--- config.mk ---
export PLATFORM = sky130hd
export DESIGN_NAME = sbpp_cell
export DESIGN_NICKNAME = d
export VERILOG_FILES = /design/src/design/sbpp_pkg.sv /design/src/design/sbpp_cell.sv
export SDC_FILE = /design/constraint.sdc
export NUM_CORES = 1
export LEC_CHECK = 0
export ABC_AREA = 0
export BUFFER_PORTS_ARGS = -buffer_cell sky130_fd_sc_hd__buf_4
export CAP_MARGIN = 30
export CORE_AREA = 3 3 232 234
export CTS_BUF_LIST = sky130_fd_sc_hd__clkbuf_4
export CTS_CLUSTER_DIAMETER = 100
export DETAILED_ROUTE_END_ITERATION = 8
export DIE_AREA = 0 0 235 237
export MAX_ROUTING_LAYER = met4
export PLACE_DENSITY = 0.62
export SYNTH_ARGS = -nofsm -noshare
export SYNTH_HDL_FRONTEND = slang
export SYNTH_SLANG_ARGS = --single-unit
--- constraint.sdc ---
create_clock -name clk -period 3.5 [get_ports clk]
set_input_delay 0 -clock clk [delete_from_list [all_inputs] [get_ports clk]]
set_output_delay 0 -clock clk [all_outputs]
set_load 0.02 [all_outputs]
--- src/design/sbpp_pkg.sv ---
// Shared constants, types and reset tables for the spectral band peak picker.
package sbpp_pkg;

  localparam int FFT_BINS_DEF = 1024;
  localparam int BANDS_DEF    = 3;

  localparam int COMP_W      = 31;   // width of one real or imaginary part
  localparam int PWR_W       = 62;   // squared magnitude
  localparam int RANGE_W     = 11;   // range bound registers
  localparam int FRAME_W     = 24;   // frame counter
  localparam int IN_DATA_W   = 64;
  localparam int CFG_DATA_W  = 64;
  localparam int CFG_ADDR_W  = 6;
  localparam int CFG_IDX_LSB = 3;    // registers sit on 8-byte steps
  localparam int REG_BANDS   = 3;    // bands that own range registers

  typedef logic [2:0] reg_idx_t;

  localparam reg_idx_t REG_RANGE_LAST = 3'd5;
  localparam reg_idx_t REG_POWER_MIN  = 3'd6;

  // control that travels with every sample through the pipe
  typedef struct packed {
    logic vld;
    logic last;
  } tok_ctl_t;

  function automatic logic [RANGE_W-1:0] reset_low(input int band);
    logic [RANGE_W-1:0] val;
    case (band)
      0:       val = RANGE_W'(200);
      1:       val = RANGE_W'(300);
      2:       val = RANGE_W'(500);
      default: val = '0;
    endcase
    return val;
  endfunction

  function automatic logic [RANGE_W-1:0] reset_high(input int band);
    logic [RANGE_W-1:0] val;
    case (band)
      0:       val = RANGE_W'(300);
      1:       val = RANGE_W'(500);
      2:       val = RANGE_W'(800);
      default: val = '0;
    endcase
    return val;
  endfunction

endpackage

--- src/design/sbpp_cell.sv ---
// One band tracker cell: keeps the band peak, passes samples and results on.
module sbpp_cell #(
  parameter int FFT_BINS = sbpp_pkg::FFT_BINS_DEF,
  parameter int BANDS    = sbpp_pkg::BANDS_DEF,
  parameter int IDX      = 0,
  localparam int BIN_W   = $clog2(FFT_BINS)
) (
  input  logic                                    clk,
  input  logic                                    rst_n,
  input  logic                                    adv,
  input  logic [sbpp_pkg::RANGE_W-1:0]            range_low,
  input  logic [sbpp_pkg::RANGE_W-1:0]            range_high,
  input  sbpp_pkg::tok_ctl_t                      in_ctl,
  input  logic [BIN_W-1:0]                        in_bin,
  input  logic [sbpp_pkg::PWR_W-1:0]              in_pwr,
  input  logic [BANDS-1:0][sbpp_pkg::PWR_W-1:0]   in_res_pwr,
  input  logic [BANDS-1:0][BIN_W-1:0]             in_res_bin,
  output sbpp_pkg::tok_ctl_t                      out_ctl,
  output logic [BIN_W-1:0]                        out_bin,
  output logic [sbpp_pkg::PWR_W-1:0]              out_pwr,
  output logic [BANDS-1:0][sbpp_pkg::PWR_W-1:0]   out_res_pwr,
  output logic [BANDS-1:0][BIN_W-1:0]             out_res_bin
);

  localparam int CMP_W = (BIN_W > sbpp_pkg::RANGE_W) ? BIN_W : sbpp_pkg::RANGE_W;

  logic [sbpp_pkg::PWR_W-1:0]              best_pwr_r;
  logic [BIN_W-1:0]                        best_bin_r;
  sbpp_pkg::tok_ctl_t                      ctl_r;
  logic [BIN_W-1:0]                        bin_r;
  logic [sbpp_pkg::PWR_W-1:0]              pwr_r;
  logic [BANDS-1:0][sbpp_pkg::PWR_W-1:0]   res_pwr_r;
  logic [BANDS-1:0][BIN_W-1:0]             res_bin_r;
  logic [BANDS-1:0][sbpp_pkg::PWR_W-1:0]   res_pwr_nxt;
  logic [BANDS-1:0][BIN_W-1:0]             res_bin_nxt;
  logic                                    in_band;
  logic                                    hit;
  logic                                    frame_done;
  logic [sbpp_pkg::PWR_W-1:0]              cand_pwr;
  logic [BIN_W-1:0]                        cand_bin;

  assign in_band = CMP_W'(in_bin) >= CMP_W'(range_low) &&
                   CMP_W'(in_bin) <  CMP_W'(range_high);
  // strict compare: the earliest bin keeps a tie
  assign hit        = in_ctl.vld && in_band && (in_pwr > best_pwr_r);
  assign frame_done = in_ctl.vld && in_ctl.last;
  assign cand_pwr   = hit ? in_pwr : best_pwr_r;
  assign cand_bin   = hit ? in_bin : best_bin_r;

  always_comb begin
    res_pwr_nxt = in_res_pwr;
    res_bin_nxt = in_res_bin;
    if (frame_done) begin
      res_pwr_nxt[IDX] = cand_pwr;
      res_bin_nxt[IDX] = cand_bin;
    end
  end

  always_ff @(posedge clk) begin
    if (!rst_n) begin
      best_pwr_r <= '0;
      best_bin_r <= '0;
      ctl_r      <= '0;
    end else if (adv) begin
      ctl_r <= in_ctl;
      if (frame_done) begin
        best_pwr_r <= '0;
        best_bin_r <= '0;
      end else if (hit) begin
        best_pwr_r <= in_pwr;
        best_bin_r <= in_bin;
      end
    end
  end

  always_ff @(posedge clk) begin
    if (adv) begin
      bin_r     <= in_bin;
      pwr_r     <= in_pwr;
      res_pwr_r <= res_pwr_nxt;
      res_bin_r <= res_bin_nxt;
    end
  end

  assign out_ctl     = ctl_r;
  assign out_bin     = bin_r;
  assign out_pwr     = pwr_r;
  assign out_res_pwr = res_pwr_r;
  assign out_res_bin = res_bin_r;

endmodule

==> key figures, run 1 <==
Outcome
  • Outcome: stopped before the end
  • Halt Stage: clock tree synthesis (4_1_cts)
  • Error: [ERROR RSZ-0060] Max buffer count reached.

Synthesis
  • Post-synthesis instance total: 1542
  • Synthesized flop and latch total: 362
  • Post-synth EDFFs: 288
  • Synth Flop Type: edfxtp_1
  • Asr flop ratio synth: 0%
  • Mapped Area: 0.01807 mm^2
  • Seq/Total Area, Yosys: 56.05%
  • Syn nets: 1938
  • Netlist cell types: 40
  • Syn. warnings: 0
  • Post-Syn Area per Cell: 11.72 um^2

CTS
  • Hold buffers post-CTS: 579
  • Clk sinks: 362
  • Setup bufs post-CTS: 0
  • CTS Buf Count: 103
  • CTS Root Cell: clkbuf_4
  • H-tree Lvls: 3
  • CTS Buffer Depth: 3
  • # resized after CTS: 0

Floorplan
  • Die height: 237 um
  • Cell row count: 84
  • I/O pin total: 605
  • Initial Utilization: 34.60%
  • Die width: 235 um

Placement
  • GP Congestion: 0.8725
  • Post-detail-place hpwl: 50570 um
  • IO buf count: 604
  • DP Worst Slack: 199.9 ps
## logic make-up after synthesis
| kind of cell | share of synthesized area, % |
|---|---|
| and+or+nand+nor | 15.61 |
| DFF | 56.05 |
| AOI/OAI and AO/OA | 16.97 |
| buffers and inverters | 5.649 |
| adders and majority gates | 5.608 |
| muxes | 0.1108 |
## per-stage QoR
stage	utilization, %	std cells	area [um^2]
after floorplan	-	1542	18070
after global placement	44.55	2702	23270
after detailed placement	44.55	2702	23270
## synthesized netlist by cell type (2+ instances only)
cell type	number	share of area (%)
inv_1	86	1.8
buf_2	9	0.25
nand3b_1	72	3.0
a21o_1	10	0.42
nand4_1	15	0.52
a21oi_1	29	0.80
o211ai_1	85	3.5
and3_1	71	2.5
nor3_1	2	0.055
dfxtp_1	74	8.2
nand3_1	80	2.2
nor2_1	8	0.17
edfxtp_1	288	48
ha_1	81	5.6
o211ai_2	60	4.2
o21ai_0	12	0.33
clkbuf_1	148	3.1
nand2b_1	2	0.069
and4_1	74	3.6
nor2b_1	3	0.10
a211oi_1	5	0.21
nand2_1	158	3.3
buf_6	8	0.50
o2111ai_1	145	7.0
mux2i_1	2	0.11
==> inputs of run 2 (changes only) <==
==> config.mk (replaced) <==
export PLATFORM = sky130hd
export DESIGN_NAME = sbpp_cell
export DESIGN_NICKNAME = d
export VERILOG_FILES = /design/src/design/sbpp_pkg.sv /design/src/design/sbpp_cell.sv
export SDC_FILE = /design/constraint.sdc
export NUM_CORES = 1
export LEC_CHECK = 0
export ABC_AREA = 0
export BUFFER_PORTS_ARGS = -buffer_cell sky130_fd_sc_hd__buf_4
export CAP_MARGIN = 30
export CORE_AREA = 3 3 237 239
export DETAILED_ROUTE_END_ITERATION = 8
export DIE_AREA = 0 0 240 242
export PLACE_DENSITY_LB_ADDON = 0.15
export SYNTH_ARGS = -nofsm -noshare
export SYNTH_HDL_FRONTEND = slang
export SYNTH_SLANG_ARGS = --single-unit
==> key figures, run 2 <==
Finish
  • Layout Nets: 2744
  • Share of layout cells above drive strength 1: 31.95%
  • Most common cell after layout, fill and taps aside: buf_4
  • Max FFs per register: 186
  • Final Cell Area: 0.02756 mm^2
  • Most frequent cells in the layout: buf_4, dlygate4sd3_1, edfxtp_1
  • Area delta synth->final: 52.50%
  • Fill count: 4746

Route
  • Residual DRC: 0
  • DRT Wirelength: 74580 um
  • Antenna-violating nets left: 0
  • Routed len/inst: 24.19 um
  • Initial detailed-routing violation count: 1158
  • TritonRoute pass-1 iters: 5
  • Vias per cell: 5.409
  • Vias: 16676

Outcome
  • Outcome: complete, no violations

Placement
  • GP Congestion: 0.8416 (-3.5%)
  • Placed cell area: 0.02328 mm^2 (about the same)
  • IO buf count: 604 (unchanged)
  • Post-detail-place hpwl: 48790 um (-3.5%)

GRT
  • Vias in the first global route: 16761
  • Initial antenna violation count: 9
  • GR Overflow Total: 0
  • First-pass GRT wire length: 109500 um
  • GR Util All Layers: 24.45%
  • Largest net degree at the start of global routing: 145

Critical path
  • CP Class: register to register
  • CP arrival: 3620 ps
  • Critical Path RT: 3780 ps
  • Critical Path Source Type: register
  • Reg-to-Reg Start: best_pwr_r[1]
  • Worst setup EP type: register
  • Worst r2r dst: out_res_pwr[8]
  • CP max FO: 144
  • Reg-to-reg slack, setup: 160 ps
  • Worst R2R Path Depth: 10

CTS
  • Clk sinks: 362 (unchanged)
  • CTS tree: yes
  • H-tree Lvls: 2 (-1)
  • CTS Buffer Depth: 3 (unchanged)
  • Clock-pin slew on the worst setup and hold paths: 60 ps
  • CTS Buf Count: 44 (-57%)
  • Worst-skew pair later-pin latency: 570 ps
  • CTS Root Cell: clkbuf_16

Synthesis
  • Asr flop ratio synth: 0% (unchanged)
  • Post-synthesis instance total: 1542 (unchanged)
  • Post-Syn Area per Cell: 11.72 um^2 (unchanged)
  • Yosys top cell area share: 47.85% (unchanged)
  • Most common cell in the netlist: edfxtp_1
  • Top post-synthesis cells by area: edfxtp_1, dfxtp_1, o2111ai_1, ha_1, o211ai_2
  • Seq/Total Area, Yosys: 56.05% (unchanged)
  • Yosys top cell by area: edfxtp_1
  • Synth Flop Type: edfxtp_1
  • Syn nets: 1938 (unchanged)
  • Most frequent cells after synthesis: edfxtp_1, nand2_1, clkbuf_1
  • Mapped Area: 0.01807 mm^2 (unchanged)
  • Post-synth EDFFs: 288 (unchanged)
  • Netlist cell types: 40 (unchanged)
  • Syn. warnings: 0 (unchanged)
  • Synthesized flop and latch total: 362 (unchanged)

STA
  • Pins over their slew limit: 0
  • Worst-Margin Slew: 816.4 ps
  • Max Clk Rate: 299.3 MHz
  • Min Tclk post-route: 3341 ps
  • RSZ-0062 raised after global routing: no
  • Max_slew headroom: 45.57%
  • Setup tns final: 0 ps
  • Count of final setup violators: 0
  • Hold Vio Cnt, Final: 0
  • Final Cycle Share: 95.45%
  • Clock Skew: 29.10 ps

Power and ir drop
  • Sw Ratio: 27.38%
  • Power density over the cells: 419.2 mW/mm^2
  • Clock power share: 37.6%
  • Internal power: 8.390 mW
  • Worst vdd ir: 381.3 uV
  • Sequential power share: 43.8%
  • Leak: 11.01 nW
  • Comb power frac: 18.6%
  • Switch Pwr: 3.164 mW

Floorplan
  • Initial Utilization: 33.45% (-1.1 points)
  • Die ar.: 0.05808 mm^2
  • Die width: 240 um (+2.1%)
  • Cell row count: 85 (+1.2%)
  • Die height: 242 um (+2.1%)
  • I/O pin total: 605 (unchanged)
  • Placeable Area: 0.05403 mm^2

Worst hold path
  • Worst hold path startpoint: in_res_pwr[179]
  • Hold Crit Class: input port to register
  • Hold Crit Depth: 2
  • Endpoint, Worst Hold: out_res_pwr[179]

Run
  • MaxCap Viol Count: 0
## run 2: worst max path at each step
stage               slack, ps        endpoint      startpoint
global placement          220  out_res_pwr[8]  best_pwr_r[29]
finish                    160  out_res_pwr[8]   best_pwr_r[1]
global route                1  out_res_pwr[9]   best_pwr_r[5]
CTS                       220  out_res_pwr[8]  best_pwr_r[29]
floorplan                 730  out_res_bin[0]  best_pwr_r[44]
detailed placement        270  out_res_pwr[8]  best_pwr_r[29]
## run 2: per-stage QoR
step | instances | hold slack [ps] | worst slack [ps] | power, mW | util, %
after floorplan | 1542 | 98.87 | 728.1 | 5.921 | -
after global placement | 2707 | 178.6 | 218.9 | 6.983 | 43.09
after detailed placement | 2707 | 179.5 | 271.7 | 6.999 | 43.09
after CTS | 3074 | 110.6 | 223.1 | 11.64 | 50.91
after global routing | 3082 | 128.6 | 1.316 | 11.97 | 51.01
final | 3083 | 141.5 | 159.1 | 11.55 | 51.01
## run 2: repair_timing
action,4_1_cts,5_1_grt
setup buffers,0,0
endpoints found under the setup margin,0,1
hold endpoints to repair,386,0
resized for setup,0,1
hold buffers,290,0
## run 2: cell type report
cell class / instances / area [um^2] / area share (%)
antenna: 8 / 20.02 / 0.07264
tap: 696 / 870.8 / 3.160
timing repair buffer: 926 / 7916 / 28.72
sequential: 362 / 10130 / 36.75
clock inverter: 22 / 168.9 / 0.6129
multi-input combinational: 928 / 6979 / 25.32
clock buffer: 55 / 1152 / 4.181
inverter: 86 / 322.8 / 1.171
## run 2: cell families after synthesis
| group | synth area share (%) |
|---|---|
| AOI/OAI and AO/OA | 16.97 |
| adders and majority gates | 5.608 |
| muxes | 0.1108 |
| DFF | 56.05 |
| buffers and inverters | 5.649 |
| and+or+nand+nor | 15.61 |
## run 2: worst max-delay path: stages, from the launching register on
cell       delay, ps
dfxtp_1          380
inv_1             60
ha_1             280
nor2b_1          130
o21ai_0          250
a311oi_1         160
o311ai_1         700
a21oi_4          160
buf_16           320
o2111ai_1        370
o211ai_1         150
## run 2: power groups by stage
stage / registers (mW) / logic [mW] / clock network (mW)
floorplan: 5.46 / 0.458 / 0
global placement: 5.14 / 1.84 / 0
detailed placement: 5.14 / 1.86 / 0
CTS: 5.06 / 2.16 / 4.43
global route: 5.08 / 2.28 / 4.61
finish: 5.06 / 2.15 / 4.34
## run 2: metal layers
metal	GRT usage [%]	vias up	share of wire (%)
met5	0	-	0.017
met4	9.335	2	3.8
met3	5.180	117	6.6
met2	40.74	652	48
met1	31.05	8213	41
li1	-	7692	-
Note: power is estimated with default switching activity, not from simulation.
==> inputs of run 3 (changes only) <==
--- a/config.mk
+++ b/config.mk
@@ -12,6 +12,7 @@
 export DETAILED_ROUTE_END_ITERATION = 8
 export DIE_AREA = 0 0 240 242
 export PLACE_DENSITY_LB_ADDON = 0.15
+export RECOVER_POWER = 50
 export SYNTH_ARGS = -nofsm -noshare
 export SYNTH_HDL_FRONTEND = slang
 export SYNTH_SLANG_ARGS = --single-unit
==> key figures, run 3 (same netlist as run 2, synthesis figures left out) <==
GRT
  • GR Overflow Total: 0 (unchanged)
  • Largest net degree at the start of global routing: 145 (unchanged)
  • GR Util All Layers: 24.45% (unchanged)
  • Vias in the first global route: 16761 (unchanged)
  • First-pass GRT wire length: 109500 um (unchanged)
  • Initial antenna violation count: 9 (unchanged)

Route
  • Residual DRC: 0 (unchanged)
  • Vias per cell: 5.415 (+0.11%)
  • Vias: 16695 (+0.11%)
  • Antenna-violating nets left: 0 (unchanged)
  • Routed len/inst: 24.08 um (-0.48%)
  • Initial detailed-routing violation count: 1208 (+4.3%)
  • TritonRoute pass-1 iters: 5 (unchanged)
  • DRT Wirelength: 74230 um (-0.48%)

CTS
  • CTS Root Cell: clkbuf_16
  • Setup bufs post-CTS: 0 (unchanged)
  • Clock-pin slew on the worst setup and hold paths: 60 ps (about the same)
  • CTS tree: yes
  • Worst-skew pair later-pin latency: 570 ps (about the same)
  • CTS Buf Count: 44 (unchanged)
  • H-tree Lvls: 2 (unchanged)
  • Clk sinks: 362 (unchanged)
  • CTS Buffer Depth: 3 (unchanged)

STA
  • Min Tclk post-route: 3332 ps (-8.501 ps)
  • Hold Vio Cnt, Final: 0 (unchanged)
  • Setup tns final: 0 ps (unchanged)
  • RSZ-0062 raised after global routing: no
  • Final Cycle Share: 95.21% (-0.24 points)
  • Worst-Margin Slew: 2555 ps (+1738 ps)
  • Pins over their slew limit: 112 (+112)
  • Max Clk Rate: 300.1 MHz (+0.26%)
  • Count of final setup violators: 0 (unchanged)
  • Hold_ws: 161.1 ps (+19.58 ps)
  • Max_slew headroom: -70.32% (-120 points)
  • Clock Skew: 27.85 ps (-1.249 ps)

Critical path
  • CP max FO: 144 (unchanged)
  • Critical Path Source Type: register
  • CP arrival: 3640 ps (+20 ps)
  • CP Class: register to register
  • Worst setup EP type: register
  • Critical Path RT: 3800 ps (+20 ps)
  • Reg-to-reg slack, setup: 170 ps (about the same)

Finish
  • Most frequent cells in the layout: clkbuf_1, dlygate4sd3_1, edfxtp_1
  • Max FFs per register: 186 (unchanged)
  • Most common cell after layout, fill and taps aside: clkbuf_1
  • Share of layout cells above drive strength 1: 19.76% (-12 points)
  • Layout Nets: 2744 (unchanged)
  • Area delta synth->final: 46.42%

Floorplan
  • Placeable Area: 0.05403 mm^2 (unchanged)
  • Die height: 242 um (unchanged)
  • I/O pin total: 605 (unchanged)
  • Die ar.: 0.05808 mm^2 (unchanged)
  • Initial Utilization: 33.45% (unchanged)
  • Die width: 240 um (unchanged)
  • Cell row count: 85 (unchanged)

Outcome
  • Outcome: finished with violations
  • Violated checks: capacitance limit, slew limit

Placement
  • GP Congestion: 0.8416 (unchanged)
  • IO buf count: 604 (unchanged)
  • Post-detail-place hpwl: 48790 um (unchanged)

Power and ir drop
  • Worst vdd ir: 377.5 uV (-0.98%)
  • Power density over the cells: 428.5 mW/mm^2 (+2.2%)
  • Leak: 9.919 nW (-9.9%)

Worst hold path
  • Hold Crit Class: input port to register

Run
  • MaxCap Viol Count: 1 (+1)
run 3: cell types whose count changed in the layout (fill, tap and decap cells not counted):
cell | before | now
buf_4 | 617 | 185
clkbuf_1 | 10 | 300
clkbuf_4 | 0 | 142
clkbuf_2 | 0 | 1
buf_8 | 1 | 0
run 3: what timing repair did:
action	CTS	global route
resized for setup	0	1
hold endpoints to repair	386	0
setup endpoints to repair	0	1
hold buffers	290	0
run 3: worst paths after layout:
| path | from | end | depth (start not counted) |
|---|---|---|---|
| worst max register to register | best_pwr_r[1] | out_res_bin[3] | 10 |
| worst min-delay path | in_res_pwr[179] | out_res_pwr[179] | 2 |
| worst min register to register | best_bin_r[8] | best_bin_r[8] | 2 |
| worst max-delay path | best_pwr_r[1] | out_res_bin[3] | 10 |
run 3: cell type report:
type | instances | area, um^2
fill | 5086 | 27570
sequential | 362 | 10130
multi-input combinational | 928 | 6979
timing repair buffer | 926 | 6818
clock buffer | 55 | 1152
tap | 696 | 870.8
inverter | 86 | 322.8
clock inverter | 22 | 168.9
antenna | 8 | 20.02
run 3: per-layer routing:
layer | up-vias | wire length, um | GRT usage [%]
met4 | 2 | 2785 | 9.335
met5 | - | 13 | 0
met2 | 657 | 36020 | 40.74
li1 | 7687 | - | -
met3 | 113 | 4769 | 5.180
met1 | 8236 | 30640 | 31.05
run 3: worst max-delay path: stages, from the launching register on:
cell	delay [ps]
dfxtp_1	380
inv_1	60
ha_1	280
nor2b_1	130
o21ai_0	250
a311oi_1	160
o311ai_1	700
a21oi_4	160
buf_16	310
o2111ai_1	380
o211ai_2	130
run 3: metrics by stage:
stage               utilization [%]  instance area, um^2  power, mW  worst slack (ps)  std cells
global route                  48.97                26460      11.76             1.340       3082
CTS                           50.91                27510      11.64             223.1       3074
detailed placement            43.09                23280      6.999             271.7       2707
floorplan                         -                18070      5.921             728.1       1542
finish                        48.98                26460      11.34             167.6       3083
global placement              43.09                23280      6.983             218.9       2707
run 3: report_power, final:
part           switching (mW)  total [mW]  internal (mW)
Clock                    1.86        4.34           2.47
Combinational            1.18        1.95          0.766
Sequential             0.0997        5.05           4.96
Total                    3.15        11.3           8.19
==> inputs of run 4 (changes only) <==
--- a/config.mk
+++ b/config.mk
@@ -6,13 +6,14 @@
 export NUM_CORES = 1
 export LEC_CHECK = 0
 export ABC_AREA = 0
+export ABC_CLOCK_PERIOD_IN_PS = 3500
 export BUFFER_PORTS_ARGS = -buffer_cell sky130_fd_sc_hd__buf_4
 export CAP_MARGIN = 30
 export CORE_AREA = 3 3 237 239
 export DETAILED_ROUTE_END_ITERATION = 8
 export DIE_AREA = 0 0 240 242
 export PLACE_DENSITY_LB_ADDON = 0.15
-export RECOVER_POWER = 50
+export RECOVER_POWER = 25
 export SYNTH_ARGS = -nofsm -noshare
 export SYNTH_HDL_FRONTEND = slang
 export SYNTH_SLANG_ARGS = --single-unit
==> key figures, run 4 (same netlist as run 2, synthesis figures left out) <==
Outcome
  • Outcome: finished with violations
  • Violated checks: capacitance limit, slew limit

STA
  • Hold Vio Cnt, Final: 0 (unchanged)
  • Pins over their slew limit: 112 (unchanged)
  • Max_slew headroom: -71.32% (-1.0 points)
  • RSZ-0062 raised after global routing: no
  • Final Cycle Share: 96.21% (+1.0 points)
  • Min Tclk post-route: 3367 ps (+34.88 ps)
  • Setup tns final: 0 ps (unchanged)
  • PnR worst setup slack: 132.7 ps (-34.88 ps)
  • Count of final setup violators: 0 (unchanged)
  • Max Clk Rate: 297.0 MHz (-1.0%)
  • Worst-Margin Slew: 2570 ps (+14.93 ps)
  • Clock Skew: 28.61 ps (+0.7590 ps)

Floorplan
  • Placeable Area: 0.05403 mm^2 (unchanged)
  • Die width: 240 um (unchanged)
  • Die ar.: 0.05808 mm^2 (unchanged)
  • I/O pin total: 605 (unchanged)
  • Die height: 242 um (unchanged)
  • Cell row count: 85 (unchanged)
  • Initial Utilization: 33.45% (unchanged)

Route
  • Vias per cell: 5.412 (about the same)
  • TritonRoute pass-1 iters: 5 (unchanged)
  • Vias: 16686 (-0.054%)
  • Residual DRC: 0 (unchanged)
  • DRT Wirelength: 74180 um (about the same)
  • Antenna-violating nets left: 0 (unchanged)
  • Routed len/inst: 24.06 um (about the same)
  • Initial detailed-routing violation count: 1217 (+0.75%)

CTS
  • Worst-skew pair later-pin latency: 570 ps (about the same)
  • CTS tree: yes
  • Clock-pin slew on the worst setup and hold paths: 60 ps (about the same)
  • Clk sinks: 362 (unchanged)
  • Setup bufs post-CTS: 0 (unchanged)
  • CTS Buf Count: 44 (unchanged)
  • CTS Root Cell: clkbuf_16
  • H-tree Lvls: 2 (unchanged)
  • CTS Buffer Depth: 3 (unchanged)

Worst hold path
  • Hold Crit Class: input port to register
  • Hold Crit Depth: 2 (unchanged)
  • Endpoint, Worst Hold: out_res_pwr[179]
  • Worst hold path startpoint: in_res_pwr[179]

Critical path
  • Critical Path Source Type: register
  • Critical Path RT: 3780 ps (-20 ps)
  • CP Class: register to register
  • Worst R2R Path Depth: 10 (unchanged)
  • Reg-to-Reg Start: best_pwr_r[1]
  • CP max FO: 144 (unchanged)
  • Worst setup EP type: register
  • Reg-to-reg slack, setup: 130 ps (-30 ps)
  • Worst r2r dst: out_res_pwr[8]
  • CP arrival: 3650 ps (about the same)

Finish
  • Register area: 0.01013 mm^2 (unchanged)
  • Share of layout cells above drive strength 1: 28.84% (+9.1 points)
  • Layout Nets: 2744 (unchanged)
  • Area of the multi-input gates: 0.006979 mm^2 (unchanged)
  • Most common cell after layout, fill and taps aside: buf_4
  • Area delta synth->final: 50.91%
  • Max FFs per register: 186 (unchanged)
  • Most frequent cells in the layout: buf_4, dlygate4sd3_1, edfxtp_1
  • Fill count: 4842 (-4.8%)

Placement
  • DP Worst Slack: 271.7 ps (unchanged)
  • Post-detail-place hpwl: 48790 um (unchanged)
  • IO buf count: 604 (unchanged)
  • GP Congestion: 0.8416 (unchanged)

GRT
  • Vias in the first global route: 16761 (unchanged)
  • First-pass GRT wire length: 109500 um (unchanged)
  • GR Util All Layers: 24.45% (unchanged)
  • Initial antenna violation count: 9 (unchanged)
  • GR Overflow Total: 0 (unchanged)
  • Largest net degree at the start of global routing: 145 (unchanged)

Run
  • MaxCap Viol Count: 1 (unchanged)

Power and ir drop
  • Worst vdd ir: 381.0 uV (+0.92%)
  • Power density over the cells: 421.8 mW/mm^2 (-1.6%)
  • Leak: 10.71 nW (+7.9%)
run 4: stage by stage:
| stage | hold slack, ps | utilization (%) | total power [mW] | instance area [um^2] | std cells |
|---|---|---|---|---|---|
| global route | 149.0 | 50.47 | 11.92 | 27270 | 3082 |
| global placement | 178.6 | 43.09 | 6.983 | 23280 | 2707 |
| floorplan | 98.87 | - | 5.921 | 18070 | 1542 |
| CTS | 110.6 | 50.91 | 11.64 | 27510 | 3074 |
| detailed placement | 179.5 | 43.09 | 6.999 | 23280 | 2707 |
| finish | 161.0 | 50.48 | 11.50 | 27270 | 3083 |
run 4: final cells by class:
type	count	area share (%)
Antenna cell	8	0.07340
Clock buffer	55	4.225
Clock inverter	22	0.6194
Inverter	86	1.184
Multi-Input combinational cell	928	25.59
Sequential cell	362	37.14
Tap cell	696	3.193
Timing Repair Buffer	926	27.97
run 4: power by group:
part / internal (mW) / leakage [nW] / switching [mW] / total (mW)
sequential: 4.96 / 3.43 / 0.104 / 5.06
combinational: 0.919 / 6.63 / 1.18 / 2.10
clock: 2.47 / 0.644 / 1.87 / 4.34
run 4: how the worst max path moves through the flow:
stage	slack [ps]	end	cells past startpoint	startpoint
global route	1	out_res_pwr[9]	10	best_pwr_r[5]
CTS	220	out_res_pwr[8]	9	best_pwr_r[29]
finish	130	out_res_pwr[8]	10	best_pwr_r[1]
global placement	220	out_res_pwr[8]	9	best_pwr_r[29]
detailed placement	270	out_res_pwr[8]	9	best_pwr_r[29]
floorplan	730	out_res_bin[0]	12	best_pwr_r[44]
run 4: layer usage:
layer	track usage (%)	part of all wire [%]	routed length (um)
met5	0	0.018	13
met4	9.335	3.9	2892
met3	5.180	6.8	5018
met2	40.74	48	35710
met1	31.05	41	30540
run 4: what timing repair did:
item / in CTS / in global routing
resized for setup: 0 / 1
hold endpoints to repair: 386 / 0
endpoints found under the setup margin: 0 / 1
hold buffers: 290 / 0
run 4: worst max-delay path, stage by stage, from the launching register on:
cell       delay [ps]
dfxtp_1           380
inv_1              60
ha_1              280
nor2b_1           130
o21ai_0           250
a311oi_1          150
o311ai_1          710
a21oi_4           160
buf_16            320
o2111ai_1         380
o211ai_1          150
